`config.mk`:
```
export PLATFORM = sky130hd
export DESIGN_NAME = lef_ram
export DESIGN_NICKNAME = d
export VERILOG_FILES = /design/src/design/lef_ram.sv
export SDC_FILE = /design/constraint.sdc
export NUM_CORES = 2
export LEC_CHECK = 0
export ABC_AREA = 1
export BUFFER_PORTS_ARGS = -buffer_cell sky130_fd_sc_hd__buf_2
export CORE_UTILIZATION = 30
export CTS_CLUSTER_DIAMETER = 200
export CTS_CLUSTER_SIZE = 24
export DETAILED_ROUTE_END_ITERATION = 10
export PLACE_DENSITY = 0.55
export REMOVE_ABC_BUFFERS = 1
export SYNTH_ARGS = -nofsm -noshare
export SYNTH_HDL_FRONTEND = slang
export SYNTH_SLANG_ARGS = --single-unit
export TNS_END_PERCENT = 5
```
`constraint.sdc`:
```
create_clock -name clk -period 1.5 [get_ports clk]
set_clock_uncertainty 0.05 [all_clocks]
set_input_delay 0 -clock clk [delete_from_list [all_inputs] [get_ports clk]]
set_output_delay 0 -clock clk [all_outputs]
set_load 0.1 [all_outputs]
```
`src/design/lef_ram.sv`:
```
// ----------------------------------------------------------------------------
// lef_ram
// generic simple dual port ram, one write port, one registered read port
// ----------------------------------------------------------------------------
`timescale 1ns / 1ps
`default_nettype none
module lef_ram #(
  parameter int WIDTH = 8,
  parameter int DEPTH = 256,
  parameter int AW    = (DEPTH > 1) ? $clog2(DEPTH) : 1
) (
  input  wire logic             clk,
  input  wire logic             we,
  input  wire logic [AW-1:0]    waddr,
  input  wire logic [WIDTH-1:0] wdata,
  input  wire logic [AW-1:0]    raddr,
  output logic      [WIDTH-1:0] rdata
);

  logic [WIDTH-1:0] mem [DEPTH];

  // read-first on address collision
  always_ff @(posedge clk) begin
    if (we) mem[waddr] <= wdata;
    rdata <= mem[raddr];
  end

endmodule
`default_nettype wire

```
# Yosys cells after proc, flatten, opt, wreduce, memory -nomap -nowiden

Memories as Yosys holds them, arrays and structs flattened. A register that Yosys moved wholly into a read port is not among the register bits.
Index checks and enable logic that the tools add are counted.

Output and inout bits: 8
Register bits after elaboration: 0
Memories kept: 1
Bits in writable memories: 2048
Bits of input ports: 26
Logic and storage cells: 3

Memory list:

| name | words | bits a word | rd ports | clocked after Yosys merged registers in | write ports | line | RTL |
|---|---|---|---|---|---|---|---|
| mem  | 256   | 8           | 1        | 1                                       | 1           | 20   | `logic [WIDTH-1:0] mem [DEPTH];` |

Muxes and demuxes: 2

Operators with widths:

| operator | count |
|---|---|
| $mux 1   | 2 |

# Longest topological paths before layout

Word-level depth: 2
Gate-level depth with buffers: 15
Depth with buffers taken out: 11

# Worst setup path before layout

OpenSTA, ideal clock, no wires.

Path type: input to register
From: input port we
To: memory mem[162][0] (enable)
Cell stages on the path: 4
Buffers on the path: 2
Data required time: 1.080 ns
Setup time: 0.370 ns
Slack: -0.041 ns
Data arrival time: 1.121 ns
Path through: clkbuf_1 nand3_1 clkbuf_1 nor2_1

Cells in the longest elaborated chain, start to end: 2

RTL lines:

| item                         | line | RTL |
|---|---|---|
| start, declared              | 13   | `input wire logic we,` |
| $mux 1                       | 24   | `if (we) mem[waddr] <= wdata;` |
| $mux 1 (not written as such) | 24   |  |
| end, declared                | 20   |  |

No other way between the ends.

==> impl_results.md <==
- Placed Cells: 11100
- Post-DP Area: 0.0945 mm^2
- CP cell instances: nand2_1, nand3_1, nand3_2, nand3_1, nand3_2, nand3_4, nand3_4, nand2_2, nand2_4, nand2_1
- R2r setup slk: -0.09 ns
- Initial antenna violation count: 8
- Max layer used: met5
- Cell count after synthesis: roughly 7000
- Remaining DRCs: 0
- Core footprint: around 0.28 mm^2
- TNS Setup: -0.430 ns
- Gp weighted congestion: 0.888
- Final Total Pwr: 103 mW
- Fin util: 0.360
- Die area: roughly 0.28 mm^2
- Worst Hold Class: primary input to flip-flop
- Routed length per instance: 22.2 um
- Finished Layout Cells: approximately 11000
- Worst hold path depth: 7
- Outcome: complete, but fails checks
- Lkg Pwr: between 30 and 40 nW
- Maximum vdd drop: approximately 0.92 mV
- Met3 WL: 15700 um
- Worst hold slack: 0.0653 ns
- Max Clk Rate: roughly 630 MHz
- CTS tree: built
- Worst-case reg-to-reg path depth: 10
- Post-Route WL: roughly 250000 um
- Flops & latches, synth: slightly above 2000
- Die Width: around 530 um
- Via count: 56100
- Crit path launch type: flip-flop
- RSZ-0062 raised after global routing: yes
- Vias per cell: ~5
- Pins Over Slew Limit: 0
- Initial DRC count: 6022
- Final instance area: around 0.10 mm^2
- Worst-Skew Late Latency: about 0.80 ns
- Top Ports: 34
- Row count: approximately 190
- Post-synthesis sequential area ratio: 0.739
- First-pass GRT wire length: ~370000 um
- Mapped Area: roughly 0.083 mm^2
- Share of cells above drive strength 1: 0.180
- Largest net degree at the start of global routing: 73
- H-tree levels: 3
- Crit path required time: 2.13 ns
- Slew @ Worst Pin: 0.581 ns
- Endpoints failing hold: 0
- Max Cap Viol: 0
- CTS Buf Count: 95
- Final worst-path setup slack: -0.0860 ns
- Fin crit share: 1.06
- Estimated wirelength of the detail-placed design: 162000 um
- # setup viols final: 9
- Worst reg2reg path endpoint: rdata[7]
- Launching element of the worst setup path: mem[161][7]
- Yosys warns: 0
- CP Max Fanout: 1
- Number of library cell types mapped by synthesis: 14
- RR Startpoint: mem[161][7]
- P per Cell Area: between 1000 and 1500 mW/mm^2
- GRT Overall Usage: 0.176
- Layout Nets: 7543
- ANT nets after route: 0
- Met1 wire length: roughly 100000 um
- Clock Tree Root: clkbuf_16
- Reg clk slew, reported paths: ~0.10 ns
- CP arrival: 2.22 ns
- Pre-CTS setup slack: -0.968 ns
- Crit path capture type: flip-flop
- Vias in the first global route: 54200
- Met2 wire length: ~120000 um
- Setup Buffers After CTS: 0
- Mean Syn Cell Area: around 12 um^2
- Pre-antenna DRT Iters: 5
- CP max stage cell: edfxtp_1
- CTS sink count: 2056
- Clock period minus worst slack: 1.59 ns
- DIE HEIGHT: approximately 530 um
- CP peak stage delay: between 0.3 and 0.4 ns
- Worst Hold Path EP: mem[180][4]
- Failing checks: setup timing
- Initial Utilization: 0.302
- Kind of critical path: flip-flop to flip-flop
- Syn-to-layout area delta: 19.5%
- Input/output buffers: 33
- GR Overflow Total: 0
- Clk buf depth: 3
- Hold Startpoint: waddr[4]
- Slew Limit Headroom: 0.613
-- layer usage --
layer  track usage  up-vias
met2         0.300     1840
met5             0        -
met3        0.0207      319
li1              -    25800
met1         0.230    28100
met4        0.0628        2
-- cells in the mapped netlist --
cell         n  area share
nand2_1   2123       0.096
inv_4        1    0.000075
inv_2        2    0.000090
buf_1       40      0.0018
dfxtp_1      8      0.0019
nor2_1     283       0.013
edfxtp_1  2048        0.74
buf_8        1     0.00018
inv_1       36      0.0016
clkbuf_1   112      0.0050
buf_4       46      0.0041
nand3_1   2019        0.12
buf_2      268       0.016
buf_6       16      0.0022
-- final cells by class --
cell class,instances,area (um^2)
Antenna cell,2,5.00
Clock buffer,135,2550
Clock inverter,7,91.3
Fill cell,26600,177000
Inverter,39,180
Multi-Input combinational cell,4425,21400
Sequential cell,2056,61700
Tap cell,3705,4640
Timing Repair Buffer,900,9090
-- kinds of logic after synthesis --
kind of cell / after synthesis / share of synthesized area
buf+inv: 522 / 0.0312
flops: 2056 / 0.739
simple gates: 4425 / 0.229
-- worst max-delay path, delay by kind of cell (launching register included) --
family | cells | cell delay (ns)
AND/OR/NAND/NOR | 10 | 1.05
flip-flops | 1 | 0.38
-- where the power goes --
part	leakage, nW	switching (mW)	total [mW]	internal, mW
sequential	18.5	0.105	63.3	63.2
combinational	15.3	6.62	9.79	3.18
clock	1.27	17.7	29.7	12.0
-- registers in the layout, summed over array words and instances (netlist names) --
signal	count
mem	2048
rdata	8
-- how the worst max path moves through the flow --
stage	to	slack (ns)	depth (start not counted)
2_1_floorplan	rdata[7]	-4.20	11
3_3_place_gp	rdata[2]	-0.97	15
3_5_place_dp	rdata[2]	-0.97	15
4_1_cts	rdata[6]	-0.08	1
5_1_grt	rdata[4]	-0.12	10
6_report	rdata[7]	-0.09	10
-- layout by cell type (no fill, tap or decap) --
cell type / netlist / final
clkbuf_16: 0 / 96
nand3_2: 0 / 274
inv_4: 1 / 1
clkinv_8: 0 / 1
inv_16: 0 / 3
buf_12: 0 / 179
inv_2: 2 / 1
buf_2: 268 / 13
nand2_2: 0 / 14
inv_8: 0 / 2
nand3_4: 0 / 66
dfxtp_4: 0 / 4
clkbuf_1: 112 / 39
nor2_2: 0 / 2
diode_2: 0 / 2
nor2_1: 283 / 281
nand2_1: 2123 / 2102
nand2_4: 0 / 7
inv_1: 36 / 34
nand3_1: 2019 / 1679
buf_4: 46 / 680
dfxtp_2: 0 / 4
buf_6: 16 / 2
dlygate4sd3_1: 0 / 15
buf_8: 1 / 11
inv_6: 0 / 4
edfxtp_1: 2048 / 2048
-- what timing repair did --
item | CTS | global route
hold buffers | 15 | 0
endpoints found under the setup margin | 16 | 25
gates resized for setup | 245 | 211
endpoints found under the hold margin | 2081 | 0
pin swaps | 35 | 73
(Power assumes the default switching activity.)
